### src/hw/rtl/stepper_step_sequencer_defines.svh
// assertion macros for the stepper sequencer
`ifndef STEPPER_STEP_SEQUENCER_DEFINES_SVH
`define STEPPER_STEP_SEQUENCER_DEFINES_SVH

// same-cycle implication, checked on clk and disabled in reset
`define STPSEQ_ASSERT_IMPL(label, ante, cons) \
    label: assert property (@(posedge clk) disable iff (!rst_n) (ante) |-> (cons)) \
        else $error("stepper sequencer check failed");

// next-cycle implication, checked on clk and disabled in reset
`define STPSEQ_ASSERT_NEXT(label, ante, cons) \
    label: assert property (@(posedge clk) disable iff (!rst_n) (ante) |=> (cons)) \
        else $error("stepper sequencer check failed");

`endif

### src/hw/rtl/stpseq_pkg.sv
// shared types, constants and coil table for the stepper sequencer
`default_nettype none

package stpseq_pkg;

    localparam int SPR_W     = 13;
    localparam int SPD_W     = 10;
    localparam int MOVE_W    = 21;
    localparam int ELAPSED_W = 26;
    localparam int OP_W      = 2;

    localparam int DEF_MAX_STEPS_PER_REV = 4096;

    localparam logic [ELAPSED_W-1:0] ELAPSED_MAX = {ELAPSED_W{1'b1}};
    localparam int US_PER_MINUTE = 60 * 1000 * 1000;
    localparam logic [ELAPSED_W-1:0] DIVIDEND = ELAPSED_W'(US_PER_MINUTE);

    localparam int RESET_SPR   = 200;
    localparam int RESET_SPEED = 1;

    // register indexes on the config port
    localparam logic REG_STEPS_PER_REV = 1'b0;
    localparam logic REG_SPEED_RPM     = 1'b1;

    typedef enum logic [OP_W-1:0] {
        OP_TICK   = 2'd0,
        OP_MOVE   = 2'd1,
        OP_ENABLE = 2'd2
    } op_t;

    // full-step drive pattern for position mod 4
    function automatic logic [3:0] coil_of(input logic [1:0] phase);
        logic [3:0] pat;
        case (phase)
            2'd0:    pat = 4'b0110;
            2'd1:    pat = 4'b0101;
            2'd2:    pat = 4'b1001;
            default: pat = 4'b1010;
        endcase
        return pat;
    endfunction

endpackage

`default_nettype wire

### src/hw/rtl/stepper_step_sequencer.sv
// Stepper sequencer top level: the result beat is registered, valid in the cycle after
// the input beat. Throughput is one item per cycle while the result is taken and no
// delay is being derived; the result register frees itself when taken. Each config
// write recomputes the step delay with a multiply and a restoring divide, and the
// input is stalled meanwhile. Reset (rst_n low, async) resets all control state and
// loads the reset config's delay directly, so items are accepted right after reset.
`default_nettype none

`include "stepper_step_sequencer_defines.svh"

module stepper_step_sequencer
    import stpseq_pkg::*;
#(
    parameter int MAX_STEPS_PER_REV = DEF_MAX_STEPS_PER_REV,
    parameter int IDX_W = $clog2(MAX_STEPS_PER_REV)
)(
    input  wire                    clk,
    input  wire                    rst_n,
    // input channel
    input  wire                    in_valid,
    output logic                   in_ready,
    input  wire  [OP_W-1:0]        operation,
    input  wire  signed [MOVE_W-1:0] move_steps,
    input  wire                    enable_value,
    // result channel
    output logic                   out_valid,
    input  wire                    out_ready,
    output logic [3:0]             coil_pattern,
    output logic                   coils_enabled,
    output logic                   step_taken,
    output logic                   busy_res,
    output logic [IDX_W-1:0]       position,
    output logic                   command_rejected,
    // config port
    input  wire                    psel,
    input  wire                    penable,
    input  wire                    pwrite,
    input  wire  [2:0]             paddr,
    input  wire  [31:0]            pwdata,
    output logic [31:0]            prdata,
    output logic                   pready
);

    localparam int NW   = $clog2(MAX_STEPS_PER_REV + 1);
    localparam int CW   = (SPR_W > NW) ? SPR_W : NW;
    localparam int DIVW = NW + SPD_W;
    localparam int DCNT_W = $clog2(ELAPSED_W);
    localparam int RESET_WRAP =
        (RESET_SPR > MAX_STEPS_PER_REV) ? MAX_STEPS_PER_REV : RESET_SPR;
    localparam int RESET_DELAY = US_PER_MINUTE / RESET_WRAP / RESET_SPEED;

    // config registers
    logic [SPR_W-1:0] spr_reg;
    logic [SPD_W-1:0] speed_reg;

    // sequencer state
    logic [ELAPSED_W-1:0] elapsed_reg, elapsed_next;
    logic [ELAPSED_W-1:0] delay_reg;
    logic [MOVE_W-1:0]    remaining_reg, remaining_next;
    logic [IDX_W-1:0]     index_reg, index_next;
    logic                 forward_reg, forward_next;
    logic [3:0]           coil_reg, coil_next;
    logic                 enable_reg, enable_next;
    logic                 step_next, reject_next;

    // result register
    logic                 out_valid_reg;
    logic [3:0]           res_coil_reg;
    logic                 res_enable_reg;
    logic                 res_step_reg;
    logic                 res_busy_reg;
    logic [IDX_W-1:0]     res_pos_reg;
    logic                 res_reject_reg;

    // delay divider
    logic                 div_start_reg;
    logic                 div_busy_reg;
    logic [DCNT_W-1:0]    div_cnt_reg;
    logic [DIVW-1:0]      divisor_reg;
    logic [DIVW-1:0]      rem_reg;
    logic [ELAPSED_W-1:0] quo_reg;
    logic [DIVW:0]        div_trial;
    logic                 div_fit;

    logic                 cfg_write;
    logic                 in_fire;
    logic [CW-1:0]        spr_c;
    logic [CW-1:0]        wrap_c;
    logic [NW-1:0]        wrap_n;
    logic [SPD_W-1:0]     speed_eff;
    logic [IDX_W:0]       idx_inc;
    logic                 neg_move;
    logic [MOVE_W-1:0]    raw_move;

    assign cfg_write = psel && penable && pwrite && pready;
    assign pready    = 1'b1;
    assign in_ready  = (!out_valid_reg || out_ready) && !div_busy_reg && !div_start_reg;
    assign in_fire   = in_valid && in_ready;

    // register readback
    always_comb
    begin
        case (paddr[2])
            REG_STEPS_PER_REV: prdata = 32'(spr_reg);
            default:           prdata = 32'(speed_reg);
        endcase
    end

    // wrap count clamped to 1..max, speed floored at 1
    always_comb
    begin
        spr_c = CW'(spr_reg);
        if (spr_c == '0)
            wrap_c = CW'(1);
        else if (spr_c > CW'(MAX_STEPS_PER_REV))
            wrap_c = CW'(MAX_STEPS_PER_REV);
        else
            wrap_c = spr_c;
        wrap_n    = wrap_c[NW-1:0];
        speed_eff = (speed_reg == '0) ? SPD_W'(1) : speed_reg;
    end

    // one restoring divide step
    assign div_trial = {rem_reg, quo_reg[ELAPSED_W-1]};
    assign div_fit   = div_trial >= {1'b0, divisor_reg};

    // config writes and delay derivation
    always_ff @(posedge clk or negedge rst_n)
    begin
        if (!rst_n)
        begin
            spr_reg       <= SPR_W'(RESET_SPR);
            speed_reg     <= SPD_W'(RESET_SPEED);
            delay_reg     <= ELAPSED_W'(RESET_DELAY);
            div_start_reg <= 1'b0;
            div_busy_reg  <= 1'b0;
            div_cnt_reg   <= '0;
        end
        else
        begin
            if (cfg_write)
            begin
                case (paddr[2])
                    REG_STEPS_PER_REV: spr_reg   <= pwdata[SPR_W-1:0];
                    default:           speed_reg <= pwdata[SPD_W-1:0];
                endcase
                div_start_reg <= 1'b1;
                div_busy_reg  <= 1'b0;
            end
            else if (div_start_reg)
            begin
                div_start_reg <= 1'b0;
                div_busy_reg  <= 1'b1;
                div_cnt_reg   <= DCNT_W'(ELAPSED_W - 1);
            end
            else if (div_busy_reg)
            begin
                div_cnt_reg <= div_cnt_reg - 1'b1;
                if (div_cnt_reg == '0)
                begin
                    div_busy_reg <= 1'b0;
                    delay_reg    <= {quo_reg[ELAPSED_W-2:0], div_fit};
                end
            end
        end
    end

    // divider datapath: multiply once, then shift one quotient bit a cycle
    always_ff @(posedge clk)
    begin
        if (div_start_reg)
        begin
            divisor_reg <= DIVW'(wrap_n) * DIVW'(speed_eff);
            rem_reg     <= '0;
            quo_reg     <= DIVIDEND;
        end
        else if (div_busy_reg)
        begin
            rem_reg <= div_fit ? DIVW'(div_trial - {1'b0, divisor_reg})
                               : div_trial[DIVW-1:0];
            quo_reg <= {quo_reg[ELAPSED_W-2:0], div_fit};
        end
    end

    // next state for one input item
    always_comb
    begin
        elapsed_next   = elapsed_reg;
        remaining_next = remaining_reg;
        index_next     = index_reg;
        forward_next   = forward_reg;
        coil_next      = coil_reg;
        enable_next    = enable_reg;
        step_next      = 1'b0;
        reject_next    = 1'b0;
        idx_inc        = {1'b0, index_reg} + 1'b1;
        raw_move       = move_steps;
        neg_move       = raw_move[MOVE_W-1];
        case (operation)
            OP_TICK:
            begin
                if (elapsed_reg != ELAPSED_MAX)
                    elapsed_next = elapsed_reg + 1'b1;
                if (remaining_reg != '0 && elapsed_next >= delay_reg)
                begin
                    elapsed_next = '0;
                    if (forward_reg)
                        index_next = ((NW+1)'(idx_inc) >= (NW+1)'(wrap_n))
                                     ? '0 : idx_inc[IDX_W-1:0];
                    else
                        index_next = (index_reg == '0)
                                     ? IDX_W'(wrap_n - NW'(1)) : index_reg - 1'b1;
                    remaining_next = remaining_reg - 1'b1;
                    coil_next      = coil_of(index_next[1:0]);
                    step_next      = 1'b1;
                end
            end
            OP_MOVE:
            begin
                if (remaining_reg != '0)
                    reject_next = 1'b1;
                else
                begin
                    if (raw_move != '0)
                        forward_next = !neg_move;
                    remaining_next = neg_move ? (~raw_move + 1'b1) : raw_move;
                end
            end
            OP_ENABLE:
                enable_next = enable_value;
            default:
                ;
        endcase
    end

    // state update
    always_ff @(posedge clk or negedge rst_n)
    begin
        if (!rst_n)
        begin
            elapsed_reg   <= '0;
            remaining_reg <= '0;
            index_reg     <= '0;
            forward_reg   <= 1'b0;
            coil_reg      <= 4'b0000;
            enable_reg    <= 1'b1;
            out_valid_reg <= 1'b0;
        end
        else
        begin
            if (in_fire)
            begin
                elapsed_reg   <= elapsed_next;
                remaining_reg <= remaining_next;
                index_reg     <= index_next;
                forward_reg   <= forward_next;
                coil_reg      <= coil_next;
                enable_reg    <= enable_next;
                out_valid_reg <= 1'b1;
            end
            else if (out_ready)
                out_valid_reg <= 1'b0;
        end
    end

    // result beat payload
    always_ff @(posedge clk)
    begin
        if (in_fire)
        begin
            res_coil_reg   <= coil_next;
            res_enable_reg <= enable_next;
            res_step_reg   <= step_next;
            res_busy_reg   <= remaining_next != '0;
            res_pos_reg    <= index_next;
            res_reject_reg <= reject_next;
        end
    end

    assign out_valid        = out_valid_reg;
    assign coil_pattern     = res_coil_reg;
    assign coils_enabled    = res_enable_reg;
    assign step_taken       = res_step_reg;
    assign busy_res         = res_busy_reg;
    assign position         = res_pos_reg;
    assign command_rejected = res_reject_reg;

    // no beat is taken while the delay is being derived
    `STPSEQ_ASSERT_IMPL(a_stall_on_div, div_busy_reg || div_start_reg, !in_ready)
    // a step always drives one of the four full-step patterns
    `STPSEQ_ASSERT_IMPL(a_step_pattern, out_valid_reg && res_step_reg,
        (res_coil_reg[3] ^ res_coil_reg[2]) && (res_coil_reg[1] ^ res_coil_reg[0]))
    // a move beat while steps remain comes back rejected and still busy
    `STPSEQ_ASSERT_NEXT(a_reject_busy,
        in_fire && operation == OP_MOVE && remaining_reg != '0,
        out_valid_reg && res_reject_reg && res_busy_reg)

endmodule

`default_nettype wire
### config.mk
export PLATFORM = sky130hd
export DESIGN_NAME = stepper_step_sequencer
export DESIGN_NICKNAME = d
export VERILOG_FILES = /design/src/hw/rtl/stpseq_pkg.sv /design/src/hw/rtl/stepper_step_sequencer.sv
export VERILOG_INCLUDE_DIRS = /design/src /design/src/hw/rtl
export SDC_FILE = /design/constraint.sdc
export NUM_CORES = 1
export LEC_CHECK = 0
export ABC_AREA = 1
export ABC_CLOCK_PERIOD_IN_PS = 7200
export BUFFER_PORTS_ARGS = -buffer_cell sky130_fd_sc_hd__buf_4
export CORE_MARGIN = 2
export CORE_UTILIZATION = 40
export CTS_CLUSTER_SIZE = 8
export DETAILED_ROUTE_END_ITERATION = 8
export PLACE_DENSITY_LB_ADDON = 0.2
export SETUP_SLACK_MARGIN = 0.15
export SYNTH_ARGS = -nofsm -noshare
export SYNTH_HDL_FRONTEND = slang
export SYNTH_SLANG_ARGS = --single-unit
### constraint.sdc
create_clock -name clk -period 7.2 [get_ports clk]
set_clock_uncertainty 0.05 [all_clocks]
set_input_delay 0.72 -clock clk [delete_from_list [all_inputs] [get_ports clk]]
set_output_delay 0.72 -clock clk [all_outputs]
set_load 0.03 [all_outputs]
# Word level (Yosys, flattened, before mapping)
# Index checks and enable logic that the tools add are counted.
dict set report classes {
  muxes 34
  mul 1
  eq_ne 5
  n_reduce_logical 28
  order_cmp 4
  bitwise 5
  addsub 8
}
# cell n
set op_table {}
lappend op_table {{$mux 12} 7}
lappend op_table {{$mux 26} 3}
lappend op_table {{$mux 21} 3}
lappend op_table {{$reduce_bool 21->1} 3}
lappend op_table {{$pmux 21 s2} 1}
lappend op_table {{$mux 13} 3}
lappend op_table {{$add 26x1->26 const B} 1}
lappend op_table {{$ge 26x26->1} 1}
lappend op_table {{$ne 26x26->1 const B} 1}
lappend op_table {{$ge 24x23->1} 1}
lappend op_table {{$sub 12x1->12 const B} 2}
lappend op_table {{$mul 13x10->23} 1}
lappend op_table {{$mux 23} 1}
lappend op_table {{$sub 23x23->23} 1}
lappend op_table {{$add 21x1->21 const B} 1}
lappend op_table {{$not 21->21} 1}
lappend op_table {{$sub 21x1->21 const B} 1}
lappend op_table {{$add 12x1->13 const B} 1}
lappend op_table {{$ge 13x13->1} 1}
lappend op_table {{$gt 13x13->1 const B} 1}
lappend op_table {{$logic_not 13->1} 1}
lappend op_table {{$logic_not 12->1} 1}
lappend op_table {{$pmux 4 s3} 1}
lappend op_table {{$logic_not 10->1} 1}
lappend op_table {{16 further kinds} 46}
dict set report word_totals {
  reg_bits 214
  in_bits 66
  output_inout_bits 55
}

# Longest topological paths before layout
# Gate-level depths: netlist of run 1.
dict set report logic_depth {
  word_depth 12
  depth_mapped 33
  ltp_nobuf 32
}

# Worst setup path after synthesis of run 1
# OpenSTA, ideal clock, no wires.
dict set report synth_timing {
  kind {register -> register}
  start {register spr_reg[2], in the netlist spr_c[2]}
  end {register divisor_reg[21], data pin}
  slack_ns 1.236
  setup_ns 0.257
  stages_incl_launch_ff 33
  t_required_ns 6.893
  n_path_buf 1
  t_arrival_ns 5.657
  path_cell_list {dfrtp_1 > nor2_1 > nand3_1 > nor2_1 > nand2_1 > nand2_1 > buf_2 > nand2_1 > inv_1 > nand2_1 > fa_1 > inv_1 > fa_1 > inv_1 > fa_1 > inv_1 > fa_1 > inv_1 > fa_1 > inv_1 > ha_1 > nand2_1 > or2_2 > nand3_1 > nand2_1 > a21oi_1 > nand3_1 > nand2_1 > nand3_1 > nand3_1 > o21ai_0 > nand2_1 > nand2_1}
}
dict set report synth_between {
  elab_chain_cells 4
  word_cells_on_any_way 5
}
# item line
set synth_rtl {}
lappend synth_rtl {{start, declared} stepper_step_sequencer.sv:53} ;# logic [SPR_W-1:0] spr_reg;
lappend synth_rtl {{start signal, assigned} stepper_step_sequencer.sv:132} ;# spr_reg <= SPR_W'(RESET_SPR);
lappend synth_rtl {{start signal, assigned} stepper_step_sequencer.sv:144} ;# REG_STEPS_PER_REV: spr_reg <= pwdata[SPR_W-1:0];
lappend synth_rtl {{$gt 13x13->1} stepper_step_sequencer.sv:115} ;# else if (spr_c > CW'(MAX_STEPS_PER_REV))
lappend synth_rtl {{$mux 13} stepper_step_sequencer.sv:115}
lappend synth_rtl {{$mux 13 (*)} stepper_step_sequencer.sv:113} ;# if (spr_c == '0)
lappend synth_rtl {{$mul 13x10->23 (*)} stepper_step_sequencer.sv:173} ;# divisor_reg <= DIVW'(wrap_n) * DIVW'(speed_eff);
lappend synth_rtl {{end signal, assigned} stepper_step_sequencer.sv:173}
lappend synth_rtl {{end, declared} stepper_step_sequencer.sv:79} ;# logic [DIVW-1:0] divisor_reg;
# Mark *: on every way between the ends. The rest lies on a longest branch, timed or not.
# A chain may end at the register's enable or synchronous reset.

# Worst setup path in the final report of run 1
# Same ends and word-level chain as after synthesis.

==> results of run 1 <==
power by group:
part,leakage (nW),switching [mW],internal (mW)
logic,7.63,2.75,1.45
clock network,0.437,0.565,0.825
registers,2.31,0.344,1.72
placed cells by master, fill, tap and decap left out, types with 9 or more instances in the layout:
cell type	netlist	layout
edfxtp_1	43	43
dfxtp_1	49	49
o21ai_0	188	188
ha_1	128	128
inv_1	394	393
conb_1	2	20
o22ai_1	28	28
a21o_1	9	9
dfrtp_1	109	109
nand4_1	22	22
clkbuf_16	0	31
nor2_1	246	244
nor3_1	29	29
nand2_1	597	595
a21boi_0	11	11
clkbuf_1	47	23
dfstp_2	13	13
fa_1	87	87
nand3_1	157	157
xor2_1	73	73
a22oi_1	15	15
o211ai_1	13	13
xnor2_1	15	15
buf_4	20	99
a21oi_1	104	104
critical path: cells and delay by family (launching register included):
| kind | cells | cell delay (ps) |
|---|---|---|
| flops | 1 | 430 |
| buf+inv | 6 | 480 |
| simple gates | 17 | 2140 |
| fa+ha+maj | 6 | 2730 |
| compound gates | 2 | 300 |
through the flow:
stage,cells,power [mW]
2_1_floorplan,2510,5.194
3_3_place_gp,3114,6.159
3_5_place_dp,3114,6.227
4_1_cts,3172,7.686
5_1_grt,3172,8.458
6_report,3172,7.659
layer usage:
layer	vias up	routed length, um	track usage, %
met3	62	2659	2.795
li1	8074	-	-
met2	427	20960	32.75
met1	7406	23890	30.50
met4	0	927	5.479
met5	-	0	0
final cells by class:
type | count | area share (%)
Tap cell | 592 | 3.673
Timing Repair Buffer | 100 | 3.741
Clock buffer | 56 | 4.411
Multi-Input combinational cell | 1806 | 54.08
Inverter | 402 | 7.483
Clock inverter | 2 | 0.1241
Sequential cell | 214 | 26.49
what timing repair did:
item                       CTS  global route
setup buffers                0             0
setup endpoints to repair    0             3
resized for setup            0             2
logic make-up after synthesis:
family	Yosys count	synth area share, %
fa+ha+maj	215	18.45
compound gates	398	12.19
other cells	2	0.04143
xor+xnor	88	4.252
buf+inv	490	10.79
simple gates	1085	24.81
flops	214	29.47
worst paths after layout:
path                       startpoint         endpoint  slack (ps)  cells past startpoint
max                          spr_c[2]  divisor_reg[21]         820                     31
min                             rst_n   div_cnt_reg[4]         120                      1
max reg2reg                  spr_c[2]  divisor_reg[21]         820                     31
min reg2reg                quo_reg[7]     delay_reg[8]         390                      2
max in group asynchronous       rst_n    div_start_reg        5760                      2
min in group clk            out_ready        out_valid         270                      2
==> impl_metrics.env, run 1 <==
export IMPL_dp_slack_ps=598.0
export IMPL_ant_nets=0
export IMPL_path_clk_slew_ps=50
export IMPL_htree_levels=1
export IMPL_hold_ws_ps=124.9
export IMPL_nNetsFinal=2836
export IMPL_hold_buffers=0
export IMPL_seq_area_frac_synth_pct=29.47
export IMPL_hold_class="primary input to async pin"
export IMPL_synth_common_cells="nand2_1, inv_1, nor2_1, o21ai_0, nand3_1"
export IMPL_die_x_um=216.9
export IMPL_cts_made_buffers=31
export IMPL_syn_avg_cell_area_sq_um=7.273
export IMPL_rows=77
export IMPL_grt_max_degree=72
export IMPL_totalWireLength_um=48440
export IMPL_io_pins=121
export IMPL_stdcell_area_sq_mm=0.02017
export IMPL_insertion_delay_ps=590
export IMPL_clk_path_buf_depth=3
export IMPL_first_global_vias=16070
export IMPL_first_pass_iters=6
export IMPL_power_density_mw_per_mm2=379.8
export IMPL_path_class="register to register"
export IMPL_worstSetupStartpointType="register"
export IMPL_synth_edf_count=43
export IMPL_fin_crit_sh_pct=88.61
export IMPL_cpPeakStageDelay_ps=540
export IMPL_drive_above_1_share_pct=6.938
export IMPL_yosysWarnings=0
export IMPL_grt_usage_pct=20.95
export IMPL_setup_slack_ps=819.9
export IMPL_crit_required_ps=7480
export IMPL_ys_seq_elements=214
export IMPL_overflow=0
export IMPL_cts_tree="done"
export IMPL_setup_viol_count_final=0
export IMPL_synthToLayoutAreaGrowth_pct=11.26
export IMPL_synth_top_area_share_pct=15.05
export IMPL_crit_fanout=14
export IMPL_tightest_slew_ps=1004
export IMPL_rsz0062_at_grt="no"
export IMPL_first_iter_violations=1130
export IMPL_hpwl_um=36410
export IMPL_via_per_inst=5.034
export IMPL_vias=15970
export IMPL_async_reset_ff_share_pct=57.01
export IMPL_final_hold_viol_count=0
export IMPL_netlist_instances=2492
export IMPL_maxCapViolCount=0
export IMPL_maxSlewViolCount=0
export IMPL_outcome="completed"
export IMPL_wl_per_cell_um=15.27
export IMPL_core_area_sq_mm=0.04451
export IMPL_die_area_sq_mm=0.04703
export IMPL_critPathMostFrequentCell="nand2_1"
export IMPL_io_buffers=79
export IMPL_multiInputGateArea_sq_mm=0.01091
export IMPL_synth_top_area_cell="dfrtp_1"
export IMPL_dominantRegCellSynth="dfrtp_1"
export IMPL_cp_arrival_ps=6660
export IMPL_crit_slowest_cell="fa_1"
export IMPL_clock_sinks=214
export IMPL_placed_cell_area_sq_mm=0.01925
export IMPL_leakagePower_nw=10.38
export IMPL_initial_core_util_pct=40.72
export IMPL_gp_congestion=0.9120
export IMPL_dieHeight_um=216.9
export IMPL_netlist_area_sq_mm=0.01812
export IMPL_ys_types=56
export IMPL_diodes=0
export IMPL_endpoint_kind="register"
export IMPL_yosysMostFrequentCell="nand2_1"
export IMPL_fin_setup_tns_ps=0
export IMPL_regArea_sq_mm=0.005341
export IMPL_antenna_found_initial=0
export IMPL_maxSlewHeadroom_pct=32.19
export IMPL_final_util_pct=45.31
export IMPL_timing_fmax_mhz=156.7
export IMPL_drc=0
export IMPL_cts_root_buffer="clkbuf_16"
export IMPL_min_period_ps=6380
export IMPL_vdd_drop_max_v=0.0001876
export IMPL_grt_pass1_wl_um=81030
export IMPL_ys_top_cells_by_area="dfrtp_1, nand2_1, fa_1"
export IMPL_fillCellCount=4619
Note: power is estimated with default switching activity, not from simulation.
==> run 2, diff against run 1 <==
--- a/config.mk
+++ b/config.mk
@@ -9,10 +9,12 @@
 export ABC_AREA = 1
 export ABC_CLOCK_PERIOD_IN_PS = 7200
 export BUFFER_PORTS_ARGS = -buffer_cell sky130_fd_sc_hd__buf_4
+export CORE_ASPECT_RATIO = 0.5
 export CORE_MARGIN = 2
 export CORE_UTILIZATION = 40
 export CTS_CLUSTER_SIZE = 8
 export DETAILED_ROUTE_END_ITERATION = 8
+export MAX_ROUTING_LAYER = met4
 export PLACE_DENSITY_LB_ADDON = 0.2
 export SETUP_SLACK_MARGIN = 0.15
 export SYNTH_ARGS = -nofsm -noshare
==> impl_metrics.env, run 2 (synthesized netlist as in run 1, its figures left out) <==
export IMPL_path_clk_slew_ps=60
export IMPL_first_global_vias=15230
export IMPL_power_density_mw_per_mm2=377.4
export IMPL_ff2ff_path_depth=31
export IMPL_clk_path_buf_depth=3
export IMPL_cts_root_buffer="clkbuf_16"
export IMPL_rows=55
export IMPL_min_period_ps=6494
export IMPL_drive_above_1_share_pct=6.894
export IMPL_hold_buffers=0
export IMPL_final_util_pct=44.87
export IMPL_first_pass_iters=6
export IMPL_fin_setup_tns_ps=0
export IMPL_final_hold_viol_count=0
export IMPL_path_class="register to register"
export IMPL_io_pins=121
export IMPL_dp_slack_ps=681.1
export IMPL_htree_levels=1
export IMPL_worstSetupStartpointType="register"
export IMPL_dieHeight_um=154.5
export IMPL_grt_pass1_wl_um=77710
export IMPL_hold_ws_ps=59.17
export IMPL_endpoint_kind="register"
export IMPL_vdd_drop_max_v=0.0001976
export IMPL_dp_cells=3122
export IMPL_gp_congestion=0.9279
export IMPL_cts_tree="done"
export IMPL_core_area_sq_mm=0.04494
export IMPL_synthToLayoutAreaGrowth_pct=11.25
export IMPL_finalNonFillerCells=3180
export IMPL_hold_class="primary input to async pin"
export IMPL_cp_arrival_ps=6760
export IMPL_maxCapViolCount=0
export IMPL_hpwl_um=35480
export IMPL_cts_made_buffers=31
export IMPL_post_cts_buffers=0
export IMPL_diodes=0
export IMPL_grt_usage_pct=20.61
export IMPL_layout_commonest_cell="nand2_1"
export IMPL_outcome="completed"
export IMPL_critPathMostFrequentCell="nand2_1"
export IMPL_setup_slack_ps=705.5
export IMPL_maxSlewViolCount=0
export IMPL_io_buffers=79
export IMPL_leakagePower_nw=10.38
export IMPL_drc=0
export IMPL_post_cts_resized=0
export IMPL_setup_viol_count_final=0
export IMPL_grt_max_degree=64
export IMPL_crit_slowest_cell="fa_1"
export IMPL_die_area_sq_mm=0.04713
export IMPL_clock_sinks=214
export IMPL_vias=15980
export IMPL_rsz0062_at_grt="no"
export IMPL_tightest_slew_ps=992.6
export IMPL_insertion_delay_ps=580
export IMPL_stdcell_area_sq_mm=0.02016
export IMPL_maxSlewHeadroom_pct=32.95
export IMPL_layout_common_cells="nand2_1, inv_1, nor2_1"
export IMPL_wl_per_cell_um=14.72
export IMPL_overflow=0
export IMPL_fin_crit_sh_pct=90.20
export IMPL_fin_total_pwr_mw=7.610
export IMPL_crit_required_ps=7470
export IMPL_antenna_found_initial=0
export IMPL_first_iter_violations=1212
export IMPL_die_x_um=305.0
export IMPL_timing_fmax_mhz=154.0
export IMPL_initial_core_util_pct=40.33
export IMPL_placed_cell_area_sq_mm=0.01927
export IMPL_totalWireLength_um=46810
export IMPL_cpPeakStageDelay_ps=530
export IMPL_nNetsFinal=2838
export IMPL_ant_nets=0
export IMPL_crit_fanout=14
export IMPL_via_per_inst=5.024
run 2: final timing paths:
kind | start | to | slack (ps)
max in group asynchronous | rst_n | speed_reg[9] | 5640
max | spr_c[2] | divisor_reg[21] | 710
min | rst_n | elapsed_reg[25] | 60
min reg2reg | quo_reg[4] | delay_reg[5] | 380
min in group clk | out_ready | out_valid | 310
max reg2reg | spr_c[2] | divisor_reg[21] | 710
run 2: final cells by class:
cell class	instances	area [sq um]
fillers	4691	24770
multi-input cells	1806	10900
flip-flops and latches	214	5341
inverters	402	1509
clock buffers	56	879.6
repair buffers	102	769.5
well taps	598	748.2
clock inverters	2	16.27
run 2: metal layers:
layer | vias to the layer above | global-route usage [%] | share of wire (%)
met1 | 7472 | 29.43 | 50
met4 | 0 | 4.008 | 1.6
li1 | 8079 | - | -
met2 | 362 | 31.25 | 44
met3 | 63 | 2.864 | 4.9
met5 | - | - | 0
run 2: report_power, final:
group          internal [mW]  switching, mW
Combinational           1.45           2.74
Clock                  0.811          0.557
Sequential              1.72          0.340
run 2: worst max-delay path, delay by kind of cell (launching register included):
kind | cells | cell delay (ps)
AOI/OAI and AO/OA | 2 | 290
adders and majority gates | 6 | 2680
buffers and inverters | 6 | 450
DFF | 1 | 440
and+or+nand+nor | 17 | 2290
==> run 3, diff against run 2 <==
--- a/config.mk
+++ b/config.mk
@@ -7,7 +7,7 @@
 export NUM_CORES = 1
 export LEC_CHECK = 0
 export ABC_AREA = 1
-export ABC_CLOCK_PERIOD_IN_PS = 7200
+export ABC_CLOCK_PERIOD_IN_PS = 5310
 export BUFFER_PORTS_ARGS = -buffer_cell sky130_fd_sc_hd__buf_4
 export CORE_ASPECT_RATIO = 0.5
 export CORE_MARGIN = 2
==> constraint.sdc (replaced) <==
create_clock -name clk -period 5.31 [get_ports clk]
set_clock_uncertainty 0.05 [all_clocks]
set_input_delay 0.531 -clock clk [delete_from_list [all_inputs] [get_ports clk]]
set_output_delay 0.531 -clock clk [all_outputs]
set_load 0.03 [all_outputs]
==> impl_metrics.env, run 3 (synthesized netlist as in run 1, its figures left out) <==
export IMPL_totalWireLength_um=47740
export IMPL_hold_ws_ps=-8.363
export IMPL_synthToLayoutAreaGrowth_pct=16.93
export IMPL_clk_path_buf_depth=3
export IMPL_power_switching_mw=5.060
export IMPL_grt_pass1_wl_um=79010
export IMPL_p_sw_share_pct=46.91
export IMPL_overflow=0
export IMPL_endpoint_kind="register"
export IMPL_r2r_start="spr_c[10]"
export IMPL_htree_levels=1
export IMPL_setup_slack_ps=-224.3
export IMPL_first_iter_violations=1076
export IMPL_power_density_mw_per_mm2=508.9
export IMPL_r2r_end="divisor_reg[21]"
export IMPL_ant_nets=0
export IMPL_diodes=0
export IMPL_insertion_delay_ps=570
export IMPL_cp_arrival_ps=5800
export IMPL_maxSlewViolCount=0
export IMPL_critPathMostFrequentCell="fa_1"
export IMPL_maxSlewHeadroom_pct=30.34
export IMPL_internal_power_mw=5.725
export IMPL_grt_max_degree=64
export IMPL_via_per_inst=4.995
export IMPL_die_x_um=305.0
export IMPL_vdd_drop_max_v=0.0002660
export IMPL_first_pass_iters=5
export IMPL_dieHeight_um=154.5
export IMPL_rsz0062_at_grt="yes"
export IMPL_setup_viol_count_final=10
export IMPL_drc=0
export IMPL_outcome="finished with violations"
export IMPL_io_buffers=79
export IMPL_wl_per_cell_um=14.63
export IMPL_violations="hold timing, setup timing"
export IMPL_placed_cell_area_sq_mm=0.01992
export IMPL_clkPwrFrac_pct=17.9
export IMPL_cts_tree="done"
export IMPL_first_global_vias=15490
export IMPL_stdcell_area_sq_mm=0.02119
export IMPL_timing_fmax_mhz=180.7
export IMPL_layout_common_cells="nand2_1, inv_1, nor2_1"
export IMPL_antenna_found_initial=0
export IMPL_hold_buffers=0
export IMPL_nNetsFinal=2922
export IMPL_cts_root_buffer="clkbuf_16"
export IMPL_fin_crit_sh_pct=104.2
export IMPL_rrSetupSlack_ps=-220
export IMPL_die_area_sq_mm=0.04713
export IMPL_tightest_slew_ps=1031
export IMPL_cpPeakStageDelay_ps=510
export IMPL_initial_core_util_pct=40.33
export IMPL_clock_sinks=214
export IMPL_cts_made_buffers=31
export IMPL_seqPwrFrac_pct=25.6
export IMPL_hold_class="primary input to async pin"
export IMPL_io_pins=121
export IMPL_min_period_ps=5534
export IMPL_finalNonFillerCells=3263
export IMPL_crit_slowest_cell="fa_1"
export IMPL_vias=16300
export IMPL_layout_commonest_cell="nand2_1"
export IMPL_path_class="register to register"
export IMPL_final_hold_viol_count=5
export IMPL_crit_fanout=7
export IMPL_core_area_sq_mm=0.04494
export IMPL_leakagePower_nw=10.89
export IMPL_drive_above_1_share_pct=12.27
export IMPL_path_clk_slew_ps=60
export IMPL_dp_cells=3193
export IMPL_comb_power_share_pct=56.5
export IMPL_hpwl_um=36520
export IMPL_worstSetupStartpointType="register"
export IMPL_maxCapViolCount=0
export IMPL_grt_usage_pct=20.89
export IMPL_rows=55
export IMPL_crit_required_ps=5580
export IMPL_gp_congestion=0.9348
export IMPL_ff2ff_path_depth=32
[run 3: cell types whose count changed in the layout (fill, tap and decap cells not counted), sizes merged]
cell / delta
clkinvlp: -1
buf: +84
clkbuf: -1
bufinv: +1
[run 3: timing repair]
action,CTS,global route
gates resized for setup,16,45
endpoints found under the hold margin,0,0
buffers inserted,4,9
pin swaps,20,17
endpoints found under the setup margin,13,17
[run 3: metrics by stage]
| step | utilization [%] | total power [mW] | setup WS, ps | TNS (ps) |
|---|---|---|---|---|
| 2_1_floorplan | - | 7.090 | -143.9 | -487.3 |
| 3_3_place_gp | 44.33 | 8.622 | -381.6 | -3078 |
| 3_5_place_dp | 44.33 | 8.680 | -473.3 | -3929 |
| 4_1_cts | 46.60 | 10.71 | -253.4 | -1832 |
| 5_1_grt | 47.16 | 11.84 | -546.7 | -5088 |
| 6_report | 47.16 | 10.79 | -224.3 | -1588 |
[run 3: worst max-delay path by stage]
stage,startpoint,to,cells after the start
2_1_floorplan,spr_c[2],divisor_reg[21],31
5_1_grt,spr_c[2],divisor_reg[21],32
3_3_place_gp,spr_c[2],divisor_reg[21],32
6_report,spr_c[10],divisor_reg[21],32
4_1_cts,spr_c[10],divisor_reg[21],32
3_5_place_dp,spr_c[2],divisor_reg[20],29
[run 3: area by class of cell]
class                      instances  area, sq um
fill                            4552        23740
inverter                         402         1519
multi-input combinational       1806        11210
clock inverter                     2        38.79
timing repair buffer             186         1443
clock buffer                      55        895.9
tap                              598        748.2
sequential                       214         5341
[run 3: power by group through the flow]
stage / Sequential (mW) / Clock, mW / Combinational (mW)
after floorplan: 2.72 / 0 / 4.37
after CTS: 2.75 / 1.98 / 5.98
after global routing: 2.84 / 2.05 / 6.95
final: 2.76 / 1.93 / 6.10
after global placement: 2.77 / 0 / 5.86
after detailed placement: 2.77 / 0 / 5.91
[run 3: per-layer routing]
| layer | global-route usage (%) | wire length [um] | vias up | part of all wire, % |
|---|---|---|---|---|
| met2 | 31.64 | 20810 | 345 | 44 |
| met3 | 2.617 | 2249 | 55 | 4.7 |
| met5 | - | 0 | - | 0 |
| met4 | 3.748 | 718 | 0 | 1.5 |
| li1 | - | - | 8246 | - |
| met1 | 30.17 | 23960 | 7653 | 50 |
[run 3: critical path: cells and delay by family, from the launching register on]
| kind | cells | cell delay, ps |
|---|---|---|
| and+or+nand+nor | 17 | 1510 |
| DFF | 1 | 370 |
| buffers and inverters | 7 | 410 |
| AOI/OAI and AO/OA | 2 | 210 |
| adders and majority gates | 6 | 2700 |
